## src/design/assert_macros.svh

```systemverilog
// Assertion macros shared by the block mean pixelate modules.
// Expects signals named clock and reset in the module that uses them.
`ifndef ASSERT_MACROS_SVH
`define ASSERT_MACROS_SVH

// cond must hold at every edge out of reset
`define BMP_ASSERT(name, cond, msg) \
   name: assert property (@(posedge clock) disable iff (reset) (cond)) else $error(msg);

// pre at one edge implies post at the next
`define BMP_ASSERT_NEXT(name, pre, post, msg) \
   name: assert property (@(posedge clock) disable iff (reset) (pre) |=> (post)) else $error(msg);

`endif

```

## src/design/bmp_pkg.sv

```systemverilog
// Package for block_mean_pixelate: constants, register indexes, queue word and back FSM types.
// No dependencies.
`timescale 1ns / 1ps

package bmp_pkg;

   localparam int MAX_WIDTH_DEF = 4096;
   localparam int MAX_BLOCK_DEF = 64;

   localparam int PIX_W      = 8;
   localparam int MEAN_W     = 8;
   localparam int COORD_W    = 12;
   localparam int DIM_W      = 13;
   localparam int BS_W       = 7;
   localparam int IDX_W      = 14;
   localparam int CSR_IDX_W  = 2;
   localparam int CSR_DATA_W = 13;
   localparam int HEIGHT_LIMIT = 4096;
   localparam int FIFO_DEPTH = 4;
   localparam int FIFO_AW    = 2;

   localparam logic [CSR_IDX_W-1:0] REG_IMAGE_WIDTH  = 2'd0;
   localparam logic [CSR_IDX_W-1:0] REG_IMAGE_HEIGHT = 2'd1;
   localparam logic [CSR_IDX_W-1:0] REG_BLOCK_SIZE   = 2'd2;

   localparam logic [DIM_W-1:0] WIDTH_RESET  = 13'd512;
   localparam logic [DIM_W-1:0] HEIGHT_RESET = 13'd512;
   localparam logic [BS_W-1:0]  BLOCK_RESET  = 7'd8;

   typedef struct packed {
      logic [IDX_W-1:0]   idx;
      logic [PIX_W-1:0]   pixel;
      logic [COORD_W-1:0] brow;
      logic               load;
      logic               emit;
      logic               err;
      logic               last;
   } entry_type;

   typedef struct packed {
      logic full;
      logic empty;
   } fifo_stat_type;

   typedef enum logic [2:0] {
      B_IDLE,
      B_ACC,
      B_DIV,
      B_OUT
   } back_state_type;

endpackage

```

## src/design/bmp_fifo.sv

```systemverilog
// Short queue of classified words between front and back.
// Depends on bmp_pkg and assert_macros.svh.
`timescale 1ns / 1ps
`include "assert_macros.svh"

module bmp_fifo (
   input  logic                   clock,
   input  logic                   reset,
   input  logic                   push,
   input  bmp_pkg::entry_type     push_data,
   input  logic                   pop,
   output bmp_pkg::entry_type     head,
   output bmp_pkg::fifo_stat_type stat
);

   bmp_pkg::entry_type            slots_ff [bmp_pkg::FIFO_DEPTH];
   logic [bmp_pkg::FIFO_AW-1:0]   wr_ptr_ff, rd_ptr_ff;
   logic [bmp_pkg::FIFO_AW:0]     count_ff;

   assign head       = slots_ff[rd_ptr_ff];
   assign stat.full  = count_ff == (bmp_pkg::FIFO_AW + 1)'(bmp_pkg::FIFO_DEPTH);
   assign stat.empty = count_ff == '0;

   always_ff @(posedge clock) begin
      if (push) slots_ff[wr_ptr_ff] <= push_data;
   end

   always_ff @(posedge clock) begin
      if (reset) begin
         wr_ptr_ff <= '0;
         rd_ptr_ff <= '0;
         count_ff  <= '0;
      end else begin
         if (push) wr_ptr_ff <= wr_ptr_ff + bmp_pkg::FIFO_AW'(1);
         if (pop)  rd_ptr_ff <= rd_ptr_ff + bmp_pkg::FIFO_AW'(1);
         if (push && !pop)      count_ff <= count_ff + (bmp_pkg::FIFO_AW + 1)'(1);
         else if (pop && !push) count_ff <= count_ff - (bmp_pkg::FIFO_AW + 1)'(1);
      end
   end

   `BMP_ASSERT(a_no_overflow, !(push && stat.full && !pop), "push into full queue")
   `BMP_ASSERT(a_no_underflow, !(pop && stat.empty), "pop from empty queue")

endmodule

```

## config.mk

```make
export PLATFORM = sky130hd
export DESIGN_NAME = bmp_fifo
export DESIGN_NICKNAME = d
export VERILOG_FILES = /design/src/design/bmp_pkg.sv /design/src/design/bmp_fifo.sv
export VERILOG_INCLUDE_DIRS = /design/src /design/src/design
export SDC_FILE = /design/constraint.sdc
export NUM_CORES = 1
export LEC_CHECK = 0
export ABC_AREA = 1
export BUFFER_PORTS_ARGS = -buffer_cell sky130_fd_sc_hd__buf_4
export CORE_MARGIN = 2
export CORE_UTILIZATION = 55
export CTS_CLUSTER_DIAMETER = 80
export CTS_CLUSTER_SIZE = 8
export DETAILED_ROUTE_END_ITERATION = 8
export PLACE_DENSITY_LB_ADDON = 0.3
export SYNTH_ARGS = -nofsm -noshare
export SYNTH_HDL_FRONTEND = slang
export SYNTH_SLANG_ARGS = --single-unit
```

## constraint.sdc

```tcl
create_clock -name clock -period 2 [get_ports clock]
set_input_delay 0.2 -clock clock [delete_from_list [all_inputs] [get_ports clock]]
set_output_delay 0.2 -clock clock [all_outputs]
set_load 0.005 [all_outputs]
```

# --- Yosys cells after proc, flatten, opt, wreduce, memory -nomap -nowiden ---
# Memory sizes are Yosys's and may differ from the RTL's. A register that Yosys moved wholly into a read port is not among the register bits.
# Index checks and enable logic that the tools add are counted.
word_totals:
  ramBits: 152
  mem_count: 1
  reg_bits: 7
  elab_cells: 21
  in_bits: 42
  out_inout_bits: 40
memory_table:
  columns: ["name", "depth", "word_bits", "read_ports", "rd_clocked_by_memory_dff", "wr", "line", "rtl"]
  rows:
  - ["slots_ff", 4, 38, 1, 1, 1, "bmp_fifo.sv:16", "bmp_pkg::entry_type slots_ff [bmp_pkg::FIFO_DEPTH];"]
classes:
  n_addsub: 4
  n_reduce_logical: 6
  muxes: 6
  eq_ne: 1
op_table:
  columns: ["op", "count"]
  rows:
  - ["3-bit two-way mux", 2]
  - ["2-bit by 1-bit adder with 2-bit output, second input constant", 2]
  - ["2-bit two-way mux", 2]
  - ["3-bit by 1-bit adder with 3-bit output, second input constant", 1]
  - ["3-bit == test, second input constant", 1]
  - ["3-bit logical NOT", 1]
  - ["3-bit by 1-bit subtractor with 3-bit output, second input constant", 1]
  - ["1-bit logical AND", 2]
  - ["1-bit logical NOT", 2]
  - ["1-bit two-way mux", 2]
  - ["2-bit nonzero test", 1]

# --- Depth between registers and ports, before layout ---
depth:
  word_depth: 4
  ltp_mapped: 10
  depth_no_buf: 10

# --- Worst setup path after synthesis ---
# No wires, ideal clock.
synth_path:
  path_type: "register -> register"
  start: "register wr_ptr_ff[0] in the netlist's numbering"
  end: "memory slots_ff[2][0] in the netlist's numbering, enable pin"
  setup_slack_ns: 0.271
  stages_incl_launch_ff: 5
  path_buffers: 0
  arrival_time_ns: 1.337
  t_required_ns: 1.607
  setup_time_ns: 0.393
  path_cell_list: "dfxtp_1 > inv_1 > ha_1 > nand2_1 > inv_1"
synth_rtl:
  columns: ["item", "line", "rtl"]
  rows:
  - ["from (decl)", "bmp_fifo.sv:17", "logic [bmp_pkg::FIFO_AW-1:0] wr_ptr_ff, rd_ptr_ff;"]
  - ["from (signal assigned)", "bmp_fifo.sv:34", "if (push) wr_ptr_ff <= wr_ptr_ff + bmp_pkg::FIFO_AW'(1);"]
  - ["to (decl)", "bmp_fifo.sv:16", null]
# No word-level cell before the write port.

==> results.py <==
metrics = {
    "outcome": {
        "status": "finished clean",
    },
    "sta": {
        "fin_crit_ns": 1.954,
        "clock_skew_ns": 0.007638,
        "rsz0062_at_grt": "yes",
        "finalCritPeriodShare_pct": 97.72,
        "fmax_mhz": 511.7,
        "finalMaxSlewViolations": 0,
        "finalSetupViolations": 0,
        "worst_pin_slew_ns": 0.4379,
        "slew_headroom_pct": 70.76,
        "hold_violations": 0,
    },
    "detailed_routing": {
        "via_count": 3960,
        "avgRoutedWirePerCell_um": 17.90,
        "antenna_left": 0,
        "firstDrtPassIters": 4,
        "drc_errors": 0,
        "dr.first_iter.drc_count": 395,
        "via_per_inst": 5.538,
        "routed_wl_mm": 12.80,
    },
    "setup_path": {
        "path_class": "reg2out",
        "crit_arrival_ns": 1.75,
        "cp_slowest_stage_delay_ns": 0.40,
        "critical_path.startpoint_type": "flop",
        "worstPathRequired_ns": 1.80,
        "crit_family": "buffers and inverters",
        "crit_slowest_cell": "dfxtp_4",
        "crit_chain": "inv_2, buf_8, nor2_1, o22ai_1, buf_4",
        "cp_num_buf_inv": 3,
        "crit_path_max_fanout": 34,
        "cp-end-kind": "primary output",
    },
    "global_route": {
        "grt_use_total_pct": 22.46,
        "grt_pass1_vias": 3849,
        "grt_overflow": 0,
        "antenna_found_initial": 0,
        "grt_max_degree": 43,
        "grt_first_pass_wirelength_mm": 19.53,
    },
    "cts": {
        "cts_max_level": 4,
        "clkTransAtPathRegs_ns": 0.06,
        "numCtsBuffers": 17,
        "cts_root_buffer": "clkbuf_8",
        "clock-sinks": 161,
        "cts_tree": "yes",
        "cts_buffer_depth": 2,
        "clk_latency_ns": 0.52,
    },
    "floorplan": {
        "dieHeight_um": 109.2,
        "rows": 38,
        "initial_core_util_pct": 56.13,
        "io_pins": 82,
        "fp.dieW_um": 109.2,
        "dieArea_um2": 11920,
        "core_um2": 10840,
    },
    "synth": {
        "synth_fp_nets": 474,
        "avgSynthCellArea_um2": 14.28,
        "yosysWarnings": 0,
        "synth_top_area_share_pct": 75.02,
        "synth.yosys.seq_area_share_pct": 77.98,
        "syn_area_um2": 6085,
        "synthCells": 426,
        "synth.top_cells.by_area": "edfxtp_1 (75%), o21ai_0 (6.0%), nor2_1 (5.1%), o22ai_1 (3.9%), dfxtp_1 (3.0%)",
        "ys_ff_latch": 161,
        "ys_types": 21,
        "synth_top_area_cell": "edfxtp_1",
    },
    "pwr": {
        "power.leakage_nw": 2.905,
        "power_density_nw_per_um2": 973.9,
        "ir_drop_mv": 0.5819,
    },
    "run": {
        "max-cap-violations": 0,
    },
    "layout": {
        "final_cell_area_um2": 7926,
        "final_cell_mix": "edfxtp_1 (152), buf_4 (93), nor2_1 (82)",
        "area_growth_pct": 30.27,
        "regArea_um2": 4750,
        "final_common_cell": "edfxtp_1",
        "multi_input_area_um2": 1119,
        "drive_gt1_share_pct": 23.65,
        "final_core_util_pct": 73.12,
        "nFillCells": 674,
        "diodes": 0,
        "nets": 610,
    },
    "placed_design": {
        "placed_area_um2": 6870,
        "dp_hpwl_mm": 7.008,
        "port-buffer-count": 81,
        "routabilityCongestion": 0.7194,
    },
    "worst_hold_path": {
        "worstHoldPathType": "in2reg",
    },
}
-- routing by layer --
metal  routed length [µm]  global-route usage (%)  vias to the layer above
li1                     -                       -                     1856
met1                 5318                   29.65                     1911
met2                 6379                   36.02                      178
met3                  977                   6.695                       15
met4                  125                   7.505                        0
met5                    0                       0                        -
-- cell usage after synthesis (all sizes together) --
cell,count
nor2,82
clkbuf,9
fa,1
o21ai,81
nand3,1
edfxtp,152
a21oi,3
dfxtp,9
nand4,1
xor2,1
nor3,2
o22ai,38
ha,5
buf,15
inv,17
nand2,9
-- tightest hold or removal path, stage by stage --
cell and delay (ns):
buf_4 0.13, inv_1 0.08, a21oi_1 0.11
-- path summary, 6_finish.rpt --
check	slack, ns	end	startpoint	cells after the start
worst max-delay path	0.05	head[12]	flop	5
worst max register to register	0.46	slots_ff[2][8]$_DFFE_PP_	wr_ptr_ff[0]$_SDFFE_PP0P_	5
worst min register to register	0.44	flop	rd_ptr_ff[1]$_SDFFE_PP0P_	1
worst min-delay path	0.05	wr_ptr_ff[0]$_SDFFE_PP0P_	push	3
-- where the power goes --
group | switching, W | total [W] | internal, W
registers | 0.0000533 | 0.00390 | 0.00385
logic | 0.000432 | 0.000835 | 0.000402
clock network | 0.00117 | 0.00299 | 0.00181
-- state kept, by name, indices dropped and copies added, names as in the netlist, named ones only --
name	count
slots_ff	152
rd_ptr_ff	2
wr_ptr_ff	2
count_ff	3
-- cell families after synthesis --
| family | count (synthesis) | synth area share, % |
|---|---|---|
| flip-flops | 161 | 77.98 |
| AO/OA/AOI/OAI | 122 | 10.82 |
| AND/OR/NAND/NOR | 95 | 5.963 |
| buffers and inverters | 41 | 3.743 |
| adder cells (fa/ha/maj) | 6 | 1.357 |
| XOR/XNOR | 1 | 0.1440 |
-- area by class of cell --
class                      instances  area share (%)
sequential                       161           59.92
timing repair buffer             141           15.88
multi-input combinational        224           14.11
clock buffer                      27           6.330
tap                              140           2.210
inverter                          17          0.8682
clock inverter                     5          0.6788
-- repair_timing --
action                                  CTS  global route
endpoints found under the setup margin   24            27
hold buffers                             40             0
hold endpoints to repair                156             0
gates resized for setup                   7            11
setup buffers                             0             2
gates cloned                              0             1
-- per-stage QoR --
stage / setup WS [ns] / cells / hold slack [ns] / total power (W) / TNS [ns]
CTS: 0.001733 / 712 / 0.01983 / 0.007733 / 0
detailed placement: 0.4410 / 640 / 0.3745 / 0.004706 / 0
floorplan: 0.2709 / 426 / 0.2724 / 0.004311 / 0
global route: -0.04015 / 715 / 0.03640 / 0.007979 / -0.08345
finish: 0.04569 / 715 / 0.04933 / 0.007720 / 0
global placement: 0.5118 / 640 / 0.3677 / 0.004671 / 0
Power figures use the tool's default switching activity.
