<file path="config.mk">
export PLATFORM = sky130hd
export DESIGN_NAME = bmp_front
export DESIGN_NICKNAME = d
export VERILOG_FILES = /design/src/design/bmp_pkg.sv /design/src/design/bmp_front.sv
export VERILOG_INCLUDE_DIRS = /design/src /design/src/design
export SDC_FILE = /design/constraint.sdc
export NUM_CORES = 1
export LEC_CHECK = 0
export BUFFER_PORTS_ARGS = -buffer_cell sky130_fd_sc_hd__buf_2
export CAP_MARGIN = 10
export CORE_ASPECT_RATIO = 0.6
export CORE_MARGIN = 8
export CORE_UTILIZATION = 36
export CTS_BUF_LIST = sky130_fd_sc_hd__clkbuf_4
export DETAILED_ROUTE_END_ITERATION = 7
export PLACE_DENSITY_LB_ADDON = 0.2
export SYNTH_ARGS = -nofsm -noshare
export SYNTH_HDL_FRONTEND = slang
export SYNTH_SLANG_ARGS = --single-unit
</file>
<file path="constraint.sdc">
create_clock -name clock -period 12.6 [get_ports clock]
set_clock_uncertainty 0.05 [all_clocks]
set_input_delay 2.52 -clock clock [delete_from_list [all_inputs] [get_ports clock]]
set_output_delay 2.52 -clock clock [all_outputs]
set_load 0.005 [all_outputs]
</file>
<file path="src/design/assert_macros.svh">
// Assertion macros shared by the block mean pixelate modules.
// Expects signals named clock and reset in the module that uses them.
`ifndef ASSERT_MACROS_SVH
`define ASSERT_MACROS_SVH

// cond must hold at every edge out of reset
`define BMP_ASSERT(name, cond, msg) \
   name: assert property (@(posedge clock) disable iff (reset) (cond)) else $error(msg);

// pre at one edge implies post at the next
`define BMP_ASSERT_NEXT(name, pre, post, msg) \
   name: assert property (@(posedge clock) disable iff (reset) (pre) |=> (post)) else $error(msg);

`endif

</file>
<file path="src/design/bmp_pkg.sv">
// Package for block_mean_pixelate: constants, register indexes, queue word and back FSM types.
// No dependencies.
`timescale 1ns / 1ps

package bmp_pkg;

   localparam int MAX_WIDTH_DEF = 4096;
   localparam int MAX_BLOCK_DEF = 64;

   localparam int PIX_W      = 8;
   localparam int MEAN_W     = 8;
   localparam int COORD_W    = 12;
   localparam int DIM_W      = 13;
   localparam int BS_W       = 7;
   localparam int IDX_W      = 14;
   localparam int CSR_IDX_W  = 2;
   localparam int CSR_DATA_W = 13;
   localparam int HEIGHT_LIMIT = 4096;
   localparam int FIFO_DEPTH = 4;
   localparam int FIFO_AW    = 2;

   localparam logic [CSR_IDX_W-1:0] REG_IMAGE_WIDTH  = 2'd0;
   localparam logic [CSR_IDX_W-1:0] REG_IMAGE_HEIGHT = 2'd1;
   localparam logic [CSR_IDX_W-1:0] REG_BLOCK_SIZE   = 2'd2;

   localparam logic [DIM_W-1:0] WIDTH_RESET  = 13'd512;
   localparam logic [DIM_W-1:0] HEIGHT_RESET = 13'd512;
   localparam logic [BS_W-1:0]  BLOCK_RESET  = 7'd8;

   typedef struct packed {
      logic [IDX_W-1:0]   idx;
      logic [PIX_W-1:0]   pixel;
      logic [COORD_W-1:0] brow;
      logic               load;
      logic               emit;
      logic               err;
      logic               last;
   } entry_type;

   typedef struct packed {
      logic full;
      logic empty;
   } fifo_stat_type;

   typedef enum logic [2:0] {
      B_IDLE,
      B_ACC,
      B_DIV,
      B_OUT
   } back_state_type;

endpackage

</file>
<file path="src/design/bmp_front.sv">
// Front end: config registers, divisibility check, raster counters, word classification.
// Depends on bmp_pkg and assert_macros.svh.
`timescale 1ns / 1ps
`include "assert_macros.svh"

module bmp_front #(
   parameter int MAX_WIDTH = bmp_pkg::MAX_WIDTH_DEF,
   parameter int MAX_BLOCK = bmp_pkg::MAX_BLOCK_DEF,
   parameter int AW        = 12,
   parameter int SQ_W      = 13
) (
   input  logic                            clock,
   input  logic                            reset,
   input  logic                            csr_write,
   input  logic [bmp_pkg::CSR_IDX_W-1:0]   csr_index,
   input  logic [bmp_pkg::CSR_DATA_W-1:0]  csr_wdata,
   input  logic                            req_valid,
   output logic                            req_ready,
   input  logic [bmp_pkg::PIX_W-1:0]       req_pixel,
   input  bmp_pkg::fifo_stat_type          fifo_stat,
   output logic                            push,
   output bmp_pkg::entry_type              push_data,
   output logic [SQ_W-1:0]                 bs_sq
);

   logic [bmp_pkg::DIM_W-1:0]   width_ff, width_in, height_ff, height_in;
   logic [bmp_pkg::BS_W-1:0]    bsize_ff, bsize_in;
   logic [bmp_pkg::DIM_W-1:0]   w_c, h_c;
   logic [bmp_pkg::BS_W-1:0]    bs_c, bs_m1;

   logic                        chk_busy_ff, chk_busy_in;
   logic [3:0]                  chk_step_ff, chk_step_in;
   logic [bmp_pkg::BS_W-1:0]    rem_w_ff, rem_w_in, rem_h_ff, rem_h_in;
   logic                        bad_ff, bad_in;
   logic [SQ_W-1:0]             bs_sq_ff;

   logic [bmp_pkg::DIM_W-1:0]   pixel_x_ff, pixel_x_in;
   logic [bmp_pkg::COORD_W-1:0] pixel_y_ff, pixel_y_in;
   logic [bmp_pkg::BS_W-1:0]    row_ib_ff, row_ib_in, col_ib_ff, col_ib_in;
   logic [AW-1:0]               block_x_ff, block_x_in;
   logic [bmp_pkg::COORD_W-1:0] block_y_ff, block_y_in;

   logic                        accept, last_col, last_row, frame_last, cfg_hit;
   logic [bmp_pkg::BS_W:0]      sh_w, sh_h;

   always_comb begin
      w_c = width_ff;
      if (width_ff == '0) w_c = bmp_pkg::DIM_W'(1);
      else if (int'(width_ff) > MAX_WIDTH) w_c = bmp_pkg::DIM_W'(MAX_WIDTH);
      h_c = height_ff;
      if (height_ff == '0) h_c = bmp_pkg::DIM_W'(1);
      else if (int'(height_ff) > bmp_pkg::HEIGHT_LIMIT) h_c = bmp_pkg::DIM_W'(bmp_pkg::HEIGHT_LIMIT);
      bs_c = bsize_ff;
      if (bsize_ff == '0) bs_c = bmp_pkg::BS_W'(1);
      else if (int'(bsize_ff) > MAX_BLOCK) bs_c = bmp_pkg::BS_W'(MAX_BLOCK);
      bs_m1 = bs_c - bmp_pkg::BS_W'(1);
   end

   assign req_ready  = !chk_busy_ff && !fifo_stat.full;
   assign accept     = req_valid && req_ready;
   assign last_col   = pixel_x_ff >= (w_c - bmp_pkg::DIM_W'(1));
   assign last_row   = {1'b0, pixel_y_ff} >= (h_c - bmp_pkg::DIM_W'(1));
   assign frame_last = last_col && last_row;
   assign bs_sq      = bs_sq_ff;

   always_comb begin
      push_data       = '0;
      push_data.pixel = req_pixel;
      push_data.last  = frame_last;
      if (bad_ff) begin
         push_data.err = 1'b1;
         push       = accept && frame_last;
      end else begin
         push_data.idx  = bmp_pkg::IDX_W'(block_x_ff);
         push_data.brow = block_y_ff;
         push_data.load = (row_ib_ff == '0) && (col_ib_ff == '0);
         push_data.emit = (row_ib_ff >= bs_m1) && (col_ib_ff >= bs_m1);
         push       = accept;
      end
   end

   // restoring remainder of width and height by block size, one bit per cycle
   always_comb begin
      sh_w = {rem_w_ff, w_c[chk_step_ff]};
      sh_h = {rem_h_ff, h_c[chk_step_ff]};
      rem_w_in = (sh_w >= {1'b0, bs_c}) ? bmp_pkg::BS_W'(sh_w - {1'b0, bs_c})
                                        : bmp_pkg::BS_W'(sh_w);
      rem_h_in = (sh_h >= {1'b0, bs_c}) ? bmp_pkg::BS_W'(sh_h - {1'b0, bs_c})
                                        : bmp_pkg::BS_W'(sh_h);
   end

   always_comb begin
      width_in    = width_ff;
      height_in   = height_ff;
      bsize_in    = bsize_ff;
      cfg_hit     = 1'b0;
      chk_busy_in = chk_busy_ff;
      chk_step_in = chk_step_ff;
      bad_in      = bad_ff;
      pixel_x_in  = pixel_x_ff;
      pixel_y_in  = pixel_y_ff;
      row_ib_in   = row_ib_ff;
      col_ib_in   = col_ib_ff;
      block_x_in  = block_x_ff;
      block_y_in  = block_y_ff;

      if (chk_busy_ff) begin
         chk_step_in = chk_step_ff - 4'd1;
         if (chk_step_ff == 4'd0) begin
            chk_busy_in = 1'b0;
            bad_in      = (rem_w_in != '0) || (rem_h_in != '0);
         end
      end

      if (accept) begin
         if (last_col) begin
            pixel_x_in = '0;
            col_ib_in  = '0;
            block_x_in = '0;
            if (last_row) begin
               pixel_y_in = '0;
               row_ib_in  = '0;
               block_y_in = '0;
            end else begin
               pixel_y_in = pixel_y_ff + bmp_pkg::COORD_W'(1);
               if (row_ib_ff >= bs_m1) begin
                  row_ib_in  = '0;
                  block_y_in = block_y_ff + bmp_pkg::COORD_W'(1);
               end else begin
                  row_ib_in = row_ib_ff + bmp_pkg::BS_W'(1);
               end
            end
         end else begin
            pixel_x_in = pixel_x_ff + bmp_pkg::DIM_W'(1);
            if (col_ib_ff >= bs_m1) begin
               col_ib_in  = '0;
               block_x_in = block_x_ff + AW'(1);
            end else begin
               col_ib_in = col_ib_ff + bmp_pkg::BS_W'(1);
            end
         end
      end

      if (csr_write) begin
         case (csr_index)
            bmp_pkg::REG_IMAGE_WIDTH: begin
               width_in = csr_wdata;
               cfg_hit  = 1'b1;
            end
            bmp_pkg::REG_IMAGE_HEIGHT: begin
               height_in = csr_wdata;
               cfg_hit   = 1'b1;
            end
            bmp_pkg::REG_BLOCK_SIZE: begin
               bsize_in = csr_wdata[bmp_pkg::BS_W-1:0];
               cfg_hit  = 1'b1;
            end
            default: cfg_hit = 1'b0;
         endcase
      end

      if (cfg_hit) begin
         chk_busy_in = 1'b1;
         chk_step_in = 4'(bmp_pkg::DIM_W - 1);
         pixel_x_in  = '0;
         pixel_y_in  = '0;
         row_ib_in   = '0;
         col_ib_in   = '0;
         block_x_in  = '0;
         block_y_in  = '0;
      end
   end

   always_ff @(posedge clock) begin
      if (reset) begin
         width_ff    <= bmp_pkg::WIDTH_RESET;
         height_ff   <= bmp_pkg::HEIGHT_RESET;
         bsize_ff    <= bmp_pkg::BLOCK_RESET;
         chk_busy_ff <= 1'b1;
         chk_step_ff <= 4'(bmp_pkg::DIM_W - 1);
         rem_w_ff    <= '0;
         rem_h_ff    <= '0;
         bad_ff      <= 1'b0;
         pixel_x_ff  <= '0;
         pixel_y_ff  <= '0;
         row_ib_ff   <= '0;
         col_ib_ff   <= '0;
         block_x_ff  <= '0;
         block_y_ff  <= '0;
      end else begin
         width_ff    <= width_in;
         height_ff   <= height_in;
         bsize_ff    <= bsize_in;
         chk_busy_ff <= chk_busy_in;
         chk_step_ff <= chk_step_in;
         if (cfg_hit) begin
            rem_w_ff <= '0;
            rem_h_ff <= '0;
         end else if (chk_busy_ff) begin
            rem_w_ff <= rem_w_in;
            rem_h_ff <= rem_h_in;
         end
         bad_ff      <= bad_in;
         pixel_x_ff  <= pixel_x_in;
         pixel_y_ff  <= pixel_y_in;
         row_ib_ff   <= row_ib_in;
         col_ib_ff   <= col_ib_in;
         block_x_ff  <= block_x_in;
         block_y_ff  <= block_y_in;
      end
   end

   always_ff @(posedge clock) begin
      bs_sq_ff <= SQ_W'(bs_c * bs_c);
   end

   `BMP_ASSERT(a_no_accept_in_check, !(chk_busy_ff && accept), "word taken during size check")

endmodule

</file>
Word-level counts from Yosys, hierarchy flattened
Index checks and enable logic that the tools add are counted.
{"block": "totals", "regBits": 129, "inputBits": 29, "out_inout_bits": 53, "elab_cells": 99}
{"block": "classes", "add_sub_neg": 12, "multipliers": 1, "magnitude_cmp": 10, "eq_ne": 2, "n_mux": 30, "reduce_logical": 29}
{"cell": "$mux W12", "count": 6}
{"cell": "$mux W13", "count": 5}
{"cell": "$mux W7", "count": 8}
{"cell": "$add A12 B1 Y12 const B", "count": 3}
{"cell": "$gt A13 B13 Y1 const B", "count": 2}
{"cell": "$logic_not A13 Y1", "count": 2}
{"cell": "$sub A13 B1 Y13 const B", "count": 2}
{"cell": "$logic_not A7 Y1", "count": 3}
{"cell": "$ge A8 B7 Y1", "count": 2}
{"cell": "$add A7 B1 Y7 const B", "count": 2}
{"cell": "$ge A7 B7 Y1", "count": 2}
{"cell": "$mux W14", "count": 1}
{"cell": "$reduce_bool A7 Y1", "count": 2}
{"cell": "$sub A7 B7 Y7", "count": 2}
{"cell": "$add A13 B1 Y13 const B", "count": 1}
{"cell": "$ge A12 B13 Y1", "count": 1}
{"cell": "$ge A13 B13 Y1", "count": 1}
{"cell": "$mul A7 B7 Y13", "count": 1}
{"cell": "$reduce_and A2 Y1", "count": 6}
{"cell": "$bmux W1 S4", "count": 2}
{"cell": "$mux W1", "count": 8}
{"cell": "$gt A7 B7 Y1 const B", "count": 1}
{"cell": "$sub A7 B1 Y7 const B", "count": 1}
{"cell": "$logic_and A1 B1 Y1", "count": 6}
{"cell": "12 further kinds", "count": 14}

Logic depth before layout (Yosys ltp)
Gate-level depths: netlist of the first run.
{"block": "logic_depth", "ltp_word": 9, "ltp_mapped": 20, "mapped_depth_nobuf": 18}

Worst setup path before layout of the first run
No wires, ideal clock.
{"block": "synth_path", "path_type": "register to output", "from": "register width_ff[6] in the netlist's numbering", "to": "output push_data[0] in the netlist's numbering", "arrival_time_ns": 3.309, "required_ns": 10.030, "slack_ns": 6.721, "path_stages_with_launch": 18, "n_path_buf": 1, "cell_sequence": "dfxtp_1 -> nor4_4 -> nand4_1 -> nand2_1 -> nand2_1 -> ha_1 -> o21ai_0 -> nor2_1 -> a31oi_1 -> o21ai_0 -> ha_1 -> a21o_1 -> a21o_1 -> a221oi_2 -> o31ai_4 -> nand3_1 -> inv_1 -> buf_4"}
{"block": "synth_via", "elab_chain_len": 6, "word_cells_on_any_way": 7, "classes_between": "add/sub: 1; order compare: 2; mux: 2; reduce/logical: 2"}
{"item": "start, declared", "line_no": "bmp_front.sv:26", "source": "logic [bmp_pkg::DIM_W-1:0] width_ff, width_in, height_ff, height_in;"}
{"item": "start signal, assigned", "line_no": "bmp_front.sv:176", "source": "width_ff <= bmp_pkg::WIDTH_RESET;"}
{"item": "start signal, assigned", "line_no": "bmp_front.sv:191", "source": "width_ff <= width_in;"}
{"item": "$gt A13 B13 Y1", "line_no": "bmp_front.sv:49", "source": "else if (int'(width_ff) > MAX_WIDTH) w_c = bmp_pkg::DIM_W'(MAX_WIDTH);"}
{"item": "$mux W13", "line_no": "bmp_front.sv:49"}
{"item": "$mux W13 (*)", "line_no": "bmp_front.sv:48", "source": "if (width_ff == '0) w_c = bmp_pkg::DIM_W'(1);"}
{"item": "$sub A13 B1 Y13 (*)", "line_no": "bmp_front.sv:61", "source": "assign last_col = pixel_x_ff >= (w_c - bmp_pkg::DIM_W'(1));"}
{"item": "$ge A13 B13 Y1 (*)", "line_no": "bmp_front.sv:61"}
{"item": "$logic_and A1 B1 Y1 (*)", "line_no": "bmp_front.sv:63", "source": "assign frame_last = last_col && last_row;"}
{"item": "end, declared", "line_no": "bmp_front.sv:22", "source": "output bmp_pkg::entry_type push_data,"}
Every way passes the cells marked *; elsewhere a longest branch is shown, timed or not.

Final worst setup path of the first run
{"block": "layout_path", "from": "register width_ff[6] in the netlist's numbering", "to": "output push"}
{"block": "layout_via", "elab_chain_len": 8, "word_cells_on_any_way": 9, "classes_between": "add/sub: 1; order compare: 2; mux: 3; reduce/logical: 3"}
{"item": "$gt A13 B13 Y1", "line_no": "bmp_front.sv:49"}
{"item": "$mux W13", "line_no": "bmp_front.sv:49"}
{"item": "$mux W13 (*)", "line_no": "bmp_front.sv:48"}
{"item": "$sub A13 B1 Y13 (*)", "line_no": "bmp_front.sv:61"}
{"item": "$ge A13 B13 Y1 (*)", "line_no": "bmp_front.sv:61"}
{"item": "$logic_and A1 B1 Y1 (*)", "line_no": "bmp_front.sv:63"}
{"item": "$logic_and A1 B1 Y1 (*)", "line_no": "bmp_front.sv:72", "source": "push = accept && frame_last;"}
{"item": "$mux W1 (*)", "line_no": "bmp_front.sv:70", "source": "if (bad_ff) begin"}
{"item": "end, declared", "line_no": "bmp_front.sv:21", "source": "output logic push,"}
Marks and branches as above.

==> reports/metrics.yaml, run 1 <==
yosys:
  netlist_area_sq_um: 9470
  synth_largest_area_cell: "dfxtp_1"
  yosys_warnings: 0
  ys_types: 84
  synth_enable_flop_cells: 0
  synth_area_leaders: "dfxtp_1, ha_1, nand2_1"
  synth.avg_cell_area_sq_um: 8.10
  synth-seq-cells: 128
  synth_cells: 1169
  async_flop_share_pct: 0
  synth_flop_cell: "dfxtp_1"
  netlist.area_leader.share_pct: 27.1
  ys_seq_area_share_pct: 27.1
run_status:
  status: "complete, no violations"
die:
  dieArea_sq_um: 31900
  io_pins: 82
  fp.dieH_um: 142
  core-area_sq_um: 26100
  die_width_um: 225
  rows: 46
  start_util_pct: 36.3
clock_network:
  cts_buffers: 17
  clockRootBuffer: "clkbuf_4"
  h-tree-depth: 4
  clk_path_buf_depth: 2
  postCtsHoldBufs: 0
  cts_tree: "yes"
  clkTransAtPathRegs_ns: 0.12
  postCtsSetupBuffers: 0
  cts_num_sinks: 128
  clk_latency_ns: 0.60
  cts-resized-gates: 0
drt:
  drc: 0
  drt_iter0_drc: 686
  via_per_inst: 5.26
  routedWlPerCell_um: 16.0
  via_count: 8270
  postRouteAntennaNets: 0
  wl_um: 25200
  first_pass_iters: 5
cells_and_area:
  final_common_cell: "dfxtp_1"
  area_delta_synth_final_pct: 9.39
  fin_cells: 1572
  final_nets: 1332
  drive_gt1_share_pct: 11.0
  postLayoutCellArea_sq_um: 10400
  layout_common_cells: "dfxtp_1, nand2_1, nor2_1"
timing:
  fin_ws_ns: 5.12
  setup_viol: 0
  tns_ns: 0
  tightest_slew_ns: 0.909
  max_freq_ghz: 0.134
  period_share_pct: 59.4
  relSlewSlack_pct: 39.4
  drv_slew: 0
  period_needed_ns: 7.48
  rsz0062_at_grt: "false"
  final-hold-violation-count: 0
critical_path:
  path_buf_inv: 1
  crit_path_cell_trace: "nor4_4, nand4_1, nand2_1, nand2_1, ha_1, o21ai_0, nor2_1, a31oi_1, o21ai_0, ha_1, nand4_1, o31ai_4, nand3_1, a21oi_1, buf_2"
  critPathLaunch: "width_ff[6]"
  required_ns: 10.03
  cp.arrival_ns: 4.91
  critPathLaunchType: "flip-flop"
  cp_max_fo: 8
  slowest_delay_ns: 0.67
  r2r-start: "width_ff[6]"
  end_kind: "output pin"
  worstSetupPathType: "flip-flop to output pin"
  critPathTopFamily: "simple AND/OR/NAND/NOR gates"
  slowest_stage: "o31ai_4"
power:
  peakVddDrop_uv: 69.9
  power_leakage_nw: 4.45
  power.density_nw_per_um2: 121
  total_power_w: 0.00125
grt:
  antenna_found_initial: 1
  grt_pass1_vias: 7654
  grt_pass1_wl_um: 41600
  grt_util_all_layers_pct: 16.2
  grt_start_max_net_pins: 49
  globalRouteOverflowTotal: 0
placed_design:
  place_area_sq_um: 9990
  placed_cells: 1539
  gp_congestion: 0.918
  place_ws_ns: 5.87
  place_hpwl_um: 19100
  io_buffers: 61
min_path:
  min_from: "col_ib_ff[0]"
  hp-class: "flip-flop to flip-flop"
run:
  maxCapViolations: 0
## cells by family after synthesis
group | after synthesis | share of synthesized area, %
and+or+nand+nor | 477 | 25.5
AOI/OAI and AO/OA | 232 | 16.7
xor gates and xnor gates | 58 | 5.36
buffers and inverters | 136 | 6.26
adders and majority gates | 105 | 15.2
DFF | 128 | 27.1
other | 2 | 0.0793
muxes | 31 | 3.76
## state kept, by name, summed over array words and instances (netlist names)
register     count
height_ff       13
pixel_x_ff      13
width_ff        13
block_x_ff      12
block_y_ff      12
bs_sq           12
pixel_y_ff      12
bsize_ff         7
col_ib_ff        7
rem_h_ff         7
rem_w_ff         7
row_ib_ff        7
chk_step_ff      4
bad_ff           1
chk_busy_ff      1
## area by class of cell
cell class | count | area [sq um]
antenna | 1 | 2.50
inverter | 68 | 255
timing repair buffer | 70 | 373
fill | 2778 | 15800
clock buffer | 17 | 128
tap | 360 | 450
multi-input combinational | 913 | 6350
sequential | 128 | 2560
clock inverter | 15 | 240
## synthesized netlist by cell type, types with 4 or more instances
| master | instances |
|---|---|
| nand2_1 | 127 |
| nand4b_1 | 7 |
| a211oi_1 | 16 |
| o21ai_1 | 4 |
| buf_1 | 5 |
| and3_1 | 17 |
| mux2i_1 | 24 |
| o31a_1 | 7 |
| buf_4 | 18 |
| o21ai_0 | 25 |
| and2_1 | 7 |
| nand3_1 | 42 |
| o31ai_1 | 8 |
| a21oi_1 | 77 |
| nand4_1 | 26 |
| a21o_1 | 17 |
| inv_1 | 67 |
| xnor2_1 | 35 |
| a31oi_1 | 13 |
| fa_1 | 17 |
| o211ai_1 | 10 |
| ha_1 | 88 |
| nor4_1 | 10 |
| clkbuf_1 | 38 |
| a2111oi_0 | 4 |
| nor2b_1 | 35 |
| xor2_1 | 23 |
| a32oi_1 | 4 |
| o21a_1 | 9 |
| nand3b_1 | 5 |
| or3_1 | 10 |
| or2_2 | 4 |
| buf_2 | 6 |
| o21bai_1 | 4 |
| dfxtp_1 | 128 |
| nand2b_1 | 7 |
| or4_1 | 15 |
| nor2_1 | 105 |
| nor3_1 | 38 |
## stage by stage
stage          util (%)  hold WS, ns
2_1_floorplan         -        0.397
3_3_place_gp       38.2        0.410
3_5_place_dp       38.2        0.416
4_1_cts            39.6        0.434
5_1_grt            39.7        0.456
6_report           39.7        0.432
## power by group
| group | switching (W) | total [W] | internal, W |
|---|---|---|---|
| combinational | 0.000238 | 0.000417 | 0.000178 |
| clock | 0.000175 | 0.000372 | 0.000196 |
| sequential | 0.0000302 | 0.000463 | 0.000433 |
## worst reg2reg max path, stage by stage (launching register included)
cell and delay [ns]:
dfxtp_1 0.44, nor4_4 0.44, nand4_1 0.24, nand2_1 0.20
nand2_1 0.10, ha_1 0.26, o21ai_0 0.28, nor2_1 0.12
a31oi_1 0.18, o21ai_0 0.11, ha_1 0.30, a21o_1 0.16
a21o_1 0.18, a221oi_2 0.38, o31ai_4 0.25, nand2_2 0.49
nand2_1 0.62, o21ba_2 0.44
## layer usage
metal	GRT usage (%)	wire length, um	share of wire, %
met2	20.7	9510	38
met5	0	0	0
met4	3.65	206	0.82
met3	4.70	1440	5.7
met1	25.5	14100	56
## path summary, 6_finish.rpt
path,slack (ns),cells after the start,endpoint
max reg2reg,7.32,17,block_x_ff[9]
max,5.12,15,push
min,0.43,2,col_ib_ff[0]
min reg2reg,0.43,2,col_ib_ff[0]
(Power assumes the default switching activity.)
==> inputs of run 2 (changes only) <==
clock period = 6.81 ns   (was 12.6 ns; I/O delays follow)
==> run 2 against run 1 <==
Via count grew 0.59%. Clock power is 74% higher. Sequential share of layout area is essentially flat. Core utilization shrank 0.067 points. Largest power group unchanged. Register-to-register slack got worse by 5.6 ns. Count of clock-buffer cells in the layout stayed put. Final cell count unchanged. Sequential power is 85% higher. Global-route usage shrank 0.18 points. Non-clock buffer count grew 1. Die area did not move.
==> reports/metrics.yaml, run 2 (synthesized netlist as in run 1, its figures left out) <==
min_path:
  hp-class: "flip-flop to flip-flop"
grt:
  use_met3_pct: 3.32  # -1.4 points
  grt_util_all_layers_pct: 16.1  # -0.18 points
  antenna_found_initial: 1  # unchanged
  met2_usage_pct: 20.7  # -0.048 points
  grt_start_max_net_pins: 49  # unchanged
  grt_pass1_vias: 7556  # -1.3%
  globalRouteOverflowTotal: 0  # unchanged
  gr-usage-met1_pct: 25.6  # +0.10 points
  grt_pass1_wl_um: 41200  # -0.80%
  grt-busiest-layer: "met1"
power:
  power_leakage_nw: 4.43  # -0.47%
  power.density_nw_per_um2: 220  # +82%
  peakVddDrop_uv: 125  # +79%
drt:
  via_per_inst: 5.29  # +0.59%
  routedWlPerCell_um: 16.1  # +0.19%
  via_count: 8319  # +0.59%
  wl_um: 25300  # +0.19%
  first_pass_iters: 5  # unchanged
  postRouteAntennaNets: 0  # unchanged
  drt_iter0_drc: 694  # +1.2%
  drc: 0  # unchanged
clock_network:
  clockRootBuffer: "clkbuf_4"
  postCtsSetupBuffers: 0  # unchanged
  clk_path_buf_depth: 2  # unchanged
  cts_tree: "yes"
  clk_latency_ns: 0.60  # about the same
  cts_buffers: 17  # unchanged
  postCtsHoldBufs: 0  # unchanged
  clkTransAtPathRegs_ns: 0.13  # about the same
  h-tree-depth: 4  # unchanged
  cts_num_sinks: 128  # unchanged
  cts-resized-gates: 0  # unchanged
placed_design:
  io_buffers: 61  # unchanged
  place_hpwl_um: 19100  # -0.31%
  gp_congestion: 0.899  # -2.0%
critical_path:
  cp.arrival_ns: 4.87  # -0.04 ns
  r2r_slack_ns: 1.73  # -5.59 ns
  slowest_delay_ns: 0.63  # -0.04 ns
  slowest_stage: "o31ai_4"
  cp_max_fo: 8  # unchanged
  end_kind: "output pin"
  crit_path_cell_trace: "nor4_4, nand4_1, nand2_1, nand2_1, ha_1, o21ai_0, nor2_1, a31oi_1, o21ai_0, ha_1, nand4_1, o31ai_4, nand3_1, a21oi_1, buf_2"
  required_ns: 5.40  # -4.63 ns
  worstSetupPathType: "flip-flop to output pin"
  critPathLaunchType: "flip-flop"
timing:
  relSlewSlack_pct: 39.9  # +0.47 points
  tightest_slew_ns: 0.902  # -0.00699 ns
  period_needed_ns: 6.28
  drv_slew: 0  # unchanged
  tns_ns: 0  # unchanged
  max_freq_ghz: 0.159
  fin_hold_ws_ns: 0.431  # -0.00175 ns
  period_share_pct: 92.2
  final-hold-violation-count: 0  # unchanged
  setup_viol: 0  # unchanged
  rsz0062_at_grt: "false"
die:
  core-area_sq_um: 26100  # unchanged
  die_width_um: 225  # unchanged
  dieArea_sq_um: 31900  # unchanged
  fp.dieH_um: 142  # unchanged
  start_util_pct: 36.3  # unchanged
  io_pins: 82  # unchanged
  rows: 46  # unchanged
cells_and_area:
  final_common_cell: "dfxtp_1"
  drive_gt1_share_pct: 11.1  # +0.17 points
  area_delta_synth_final_pct: 9.21
  final_nets: 1333  # +0.075%
  layout_common_cells: "dfxtp_1, nand2_1, nor2_1"
  top_regs: "height_ff x13, pixel_x_ff x13, width_ff x13"
run_status:
  status: "complete, no violations"
run:
  maxCapViolations: 0  # unchanged
-- run 2: cell count changes in the layout (fill, tap and decap cells not counted) --
cell        before  now
clkinv_4         3    1
clkinvlp_4       1    5
bufinv_16        6    5
buf_4            9   10
clkinv_1         2    0
-- run 2: per-stage QoR --
step	setup WS (ns)	instance area, sq um	cells	total power, W	utilization [%]
final	0.530	10300	1572	0.00228	39.6
after detailed placement	1.32	10000	1540	0.00164	38.3
after global routing	0.232	10300	1572	0.00243	39.6
after CTS	0.590	10300	1571	0.00230	39.6
after floorplan	2.09	9500	1177	0.00147	-
after global placement	1.33	10000	1540	0.00163	38.3
-- run 2: final cells by class --
type                       instances  area [sq um]
fill                            2758         15800
multi-input combinational        913          6350
sequential                       128          2560
tap                              360           450
timing repair buffer              71           380
inverter                          68           255
clock inverter                    14           215
clock buffer                      17           128
antenna                            1          2.50
-- run 2: final timing paths --
| path | cells after the start | startpoint | endpoint |
|---|---|---|---|
| setup / recovery | 15 | width_ff[7] | push |
| hold / removal | 2 | col_ib_ff[0] | col_ib_ff[0] |
| setup reg to reg | 18 | bsize_ff[6] | bs_sq[12] |
| hold reg to reg | 2 | col_ib_ff[0] | col_ib_ff[0] |
-- run 2: worst max-delay path, delay by kind of cell, from the launching register on --
kind / cells / cell delay (ns)
flip-flops: 1 / 0.46
buffers and inverters: 1 / 0.18
AND/OR/NAND/NOR: 7 / 1.56
AO/OA/AOI/OAI: 5 / 1.48
adder cells (fa/ha/maj): 2 / 0.58
-- run 2: metal layers --
metal | share of wire, % | up-vias
met5 | 0 | -
met4 | 1.2 | 0
met3 | 5.3 | 19
met2 | 38 | 171
met1 | 56 | 3918
li1 | - | 4211
-- run 2: power breakdown --
group	internal, W	switching (W)
logic	0.000331	0.000444
registers	0.000801	0.0000558
clock network	0.000325	0.000321
total	0.00146	0.000821
==> inputs of run 3 (changes only) <==
HOLD_SLACK_MARGIN = 0.12   (was unset)
PLACE_DENSITY = 0.61   (was unset)
PLACE_DENSITY_LB_ADDON = unset   (was 0.2)
==> run 3 against run 2 <==
Fmax up 2.2%. Critical path depth is the same. First-iteration DRC count is 8.4% higher. Setup slack gained 0.13 ns. Sequential power is essentially flat. Routed wire length is essentially flat. Final cell count hardly changed. Die area did not move. Highest routed layer unchanged.
==> reports/metrics.yaml, run 3 (synthesized netlist as in run 1, its figures left out) <==
run_status:
  status: "complete, no violations"
timing:
  tns_ns: 0  # unchanged
  period_share_pct: 90.3  # -1.9 points
  setup_viol: 0  # unchanged
  period_needed_ns: 6.15  # -0.133 ns
  relSlewSlack_pct: 39.1  # -0.75 points
  rsz0062_at_grt: "false"
  tightest_slew_ns: 0.908  # +0.00579 ns
  max_freq_ghz: 0.163  # +2.2%
  fin_ws_ns: 0.663  # +0.133 ns
  final-hold-violation-count: 0  # unchanged
  drv_slew: 0  # unchanged
clock_network:
  cts_tree: "yes"
  clk_latency_ns: 0.60  # about the same
  cts_buffers: 17  # unchanged
  clockRootBuffer: "clkbuf_4"
  cts-resized-gates: 0  # unchanged
  postCtsSetupBuffers: 0  # unchanged
  cts_num_sinks: 128  # unchanged
  clk_path_buf_depth: 2  # unchanged
  clkTransAtPathRegs_ns: 0.11  # -0.02 ns
  h-tree-depth: 4  # unchanged
  postCtsHoldBufs: 0  # unchanged
run:
  maxCapViolations: 0  # unchanged
die:
  fp.dieH_um: 142  # unchanged
  io_pins: 82  # unchanged
  core-area_sq_um: 26100  # unchanged
  dieArea_sq_um: 31900  # unchanged
  rows: 46  # unchanged
  start_util_pct: 36.3  # unchanged
  die_width_um: 225  # unchanged
drt:
  drc: 0  # unchanged
  first_pass_iters: 6  # +1
  wl_um: 25300  # about the same
  via_count: 8574  # +3.1%
  routedWlPerCell_um: 16.1  # about the same
  postRouteAntennaNets: 0  # unchanged
  via_per_inst: 5.45  # +3.0%
  drt_iter0_drc: 752  # +8.4%
cells_and_area:
  fill_cells: 2714  # -1.6%
  top_regs: "height_ff x13, pixel_x_ff x13, width_ff x13"
  final_nets: 1333  # unchanged
  layout_common_cells: "dfxtp_1, nand2_1, nor2_1"
  area_delta_synth_final_pct: 8.49
  final_common_cell: "dfxtp_1"
  drive_gt1_share_pct: 11.1  # -0.092 points
  final_util_pct: 39.3  # -0.26 points
  fin_cells: 1573  # +0.064%
critical_path:
  reg2reg_depth: 17  # -1
  r2r_slack_ns: 1.62  # -0.11 ns
  r2r-start: "width_ff[7]"
  worstSetupPathType: "flip-flop to output pin"
  crit_path_cell_trace: "nor4_4, nand4_1, nand2_1, nand2_1, ha_1, o21ai_0, nor2_1, a31oi_1, o21ai_0, ha_1, nand4_1, o31ai_4, nand3_1, a21oi_1, buf_2"
  critPathLaunchType: "flip-flop"
  slowest_delay_ns: 0.62  # about the same
  required_ns: 5.40  # about the same
  slowest_stage: "o31ai_4"
  cp.arrival_ns: 4.73  # -0.14 ns
  end_kind: "output pin"
  cp_max_fo: 8  # unchanged
  reg2reg_to: "block_x_ff[9]"
min_path:
  hp-class: "flip-flop to flip-flop"
  worstHoldPathCells: 2  # unchanged
  worstHoldEndpoint: "col_ib_ff[0]"
  min_from: "col_ib_ff[0]"
power:
  power_leakage_nw: 4.41  # -0.48%
  power.density_nw_per_um2: 212  # -3.6%
  peakVddDrop_uv: 139  # +11%
grt:
  grt_util_all_layers_pct: 15.9  # -0.12 points
  grt_pass1_vias: 7808  # +3.3%
  grt_start_max_net_pins: 49  # unchanged
  grt_pass1_wl_um: 41200  # about the same
  antenna_found_initial: 1  # unchanged
  globalRouteOverflowTotal: 0  # unchanged
placed_design:
  place_ws_ns: 1.33  # +0.00872 ns
  place_hpwl_um: 18800  # -1.4%
  gp_congestion: 0.869  # -3.4%
  io_buffers: 61  # unchanged
  placed_cells: 1540  # unchanged
==> run 3: cell type report <==
| type | count | area (sq um) | area share (%) |
|---|---|---|---|
| Sequential cell | 128 | 2560 | 24.9 |
| Tap cell | 360 | 450 | 4.38 |
| Clock inverter | 14 | 140 | 1.36 |
| Multi-Input combinational cell | 913 | 6350 | 61.8 |
| Inverter | 68 | 255 | 2.48 |
| Timing Repair Buffer | 71 | 380 | 3.70 |
| Clock buffer | 18 | 135 | 1.31 |
| Antenna cell | 1 | 2.50 | 0.0243 |
==> run 3: power by group <==
part	switching, W	internal, W
combinational	0.000450	0.000331
sequential	0.0000581	0.000801
clock	0.000323	0.000220
total	0.000831	0.00135
==> run 3: how the worst max path moves through the flow <==
stage / startpoint / endpoint / slack (ns) / depth (start not counted)
detailed placement: width_ff[7] / push / 1.33 / 15
floorplan: width_ff[6] / push_data[0] / 2.09 / 17
CTS: width_ff[7] / push / 0.62 / 15
finish: width_ff[7] / push / 0.66 / 15
global placement: width_ff[7] / push / 1.44 / 15
global route: width_ff[7] / push / 0.33 / 15
==> run 3: stage by stage <==
stage                     hold slack [ns]  power (W)  area [sq um]
after floorplan                     0.397    0.00147          9500
after global routing                0.482    0.00233         10300
after detailed placement            0.419    0.00164         10000
after CTS                           0.438    0.00219         10300
final                               0.436    0.00218         10300
after global placement              0.409    0.00162         10000
==> run 3: metal layers <==
metal | vias up | wire length [um] | share of wire, % | global-route usage (%)
met4 | 0 | 384 | 1.5 | 4.64
met1 | 4065 | 13000 | 51 | 24.0
met5 | - | 0 | 0 | 0
met3 | 26 | 1970 | 7.8 | 4.33
met2 | 263 | 9910 | 39 | 21.4
li1 | 4220 | - | - | -
==> run 3: critical path, delay by kind of cell (launching register included) <==
kind	cells	cell delay, ns
fa+ha+maj	2	0.58
flops	1	0.45
simple gates	7	1.55
buf+inv	1	0.15
compound gates	5	1.42
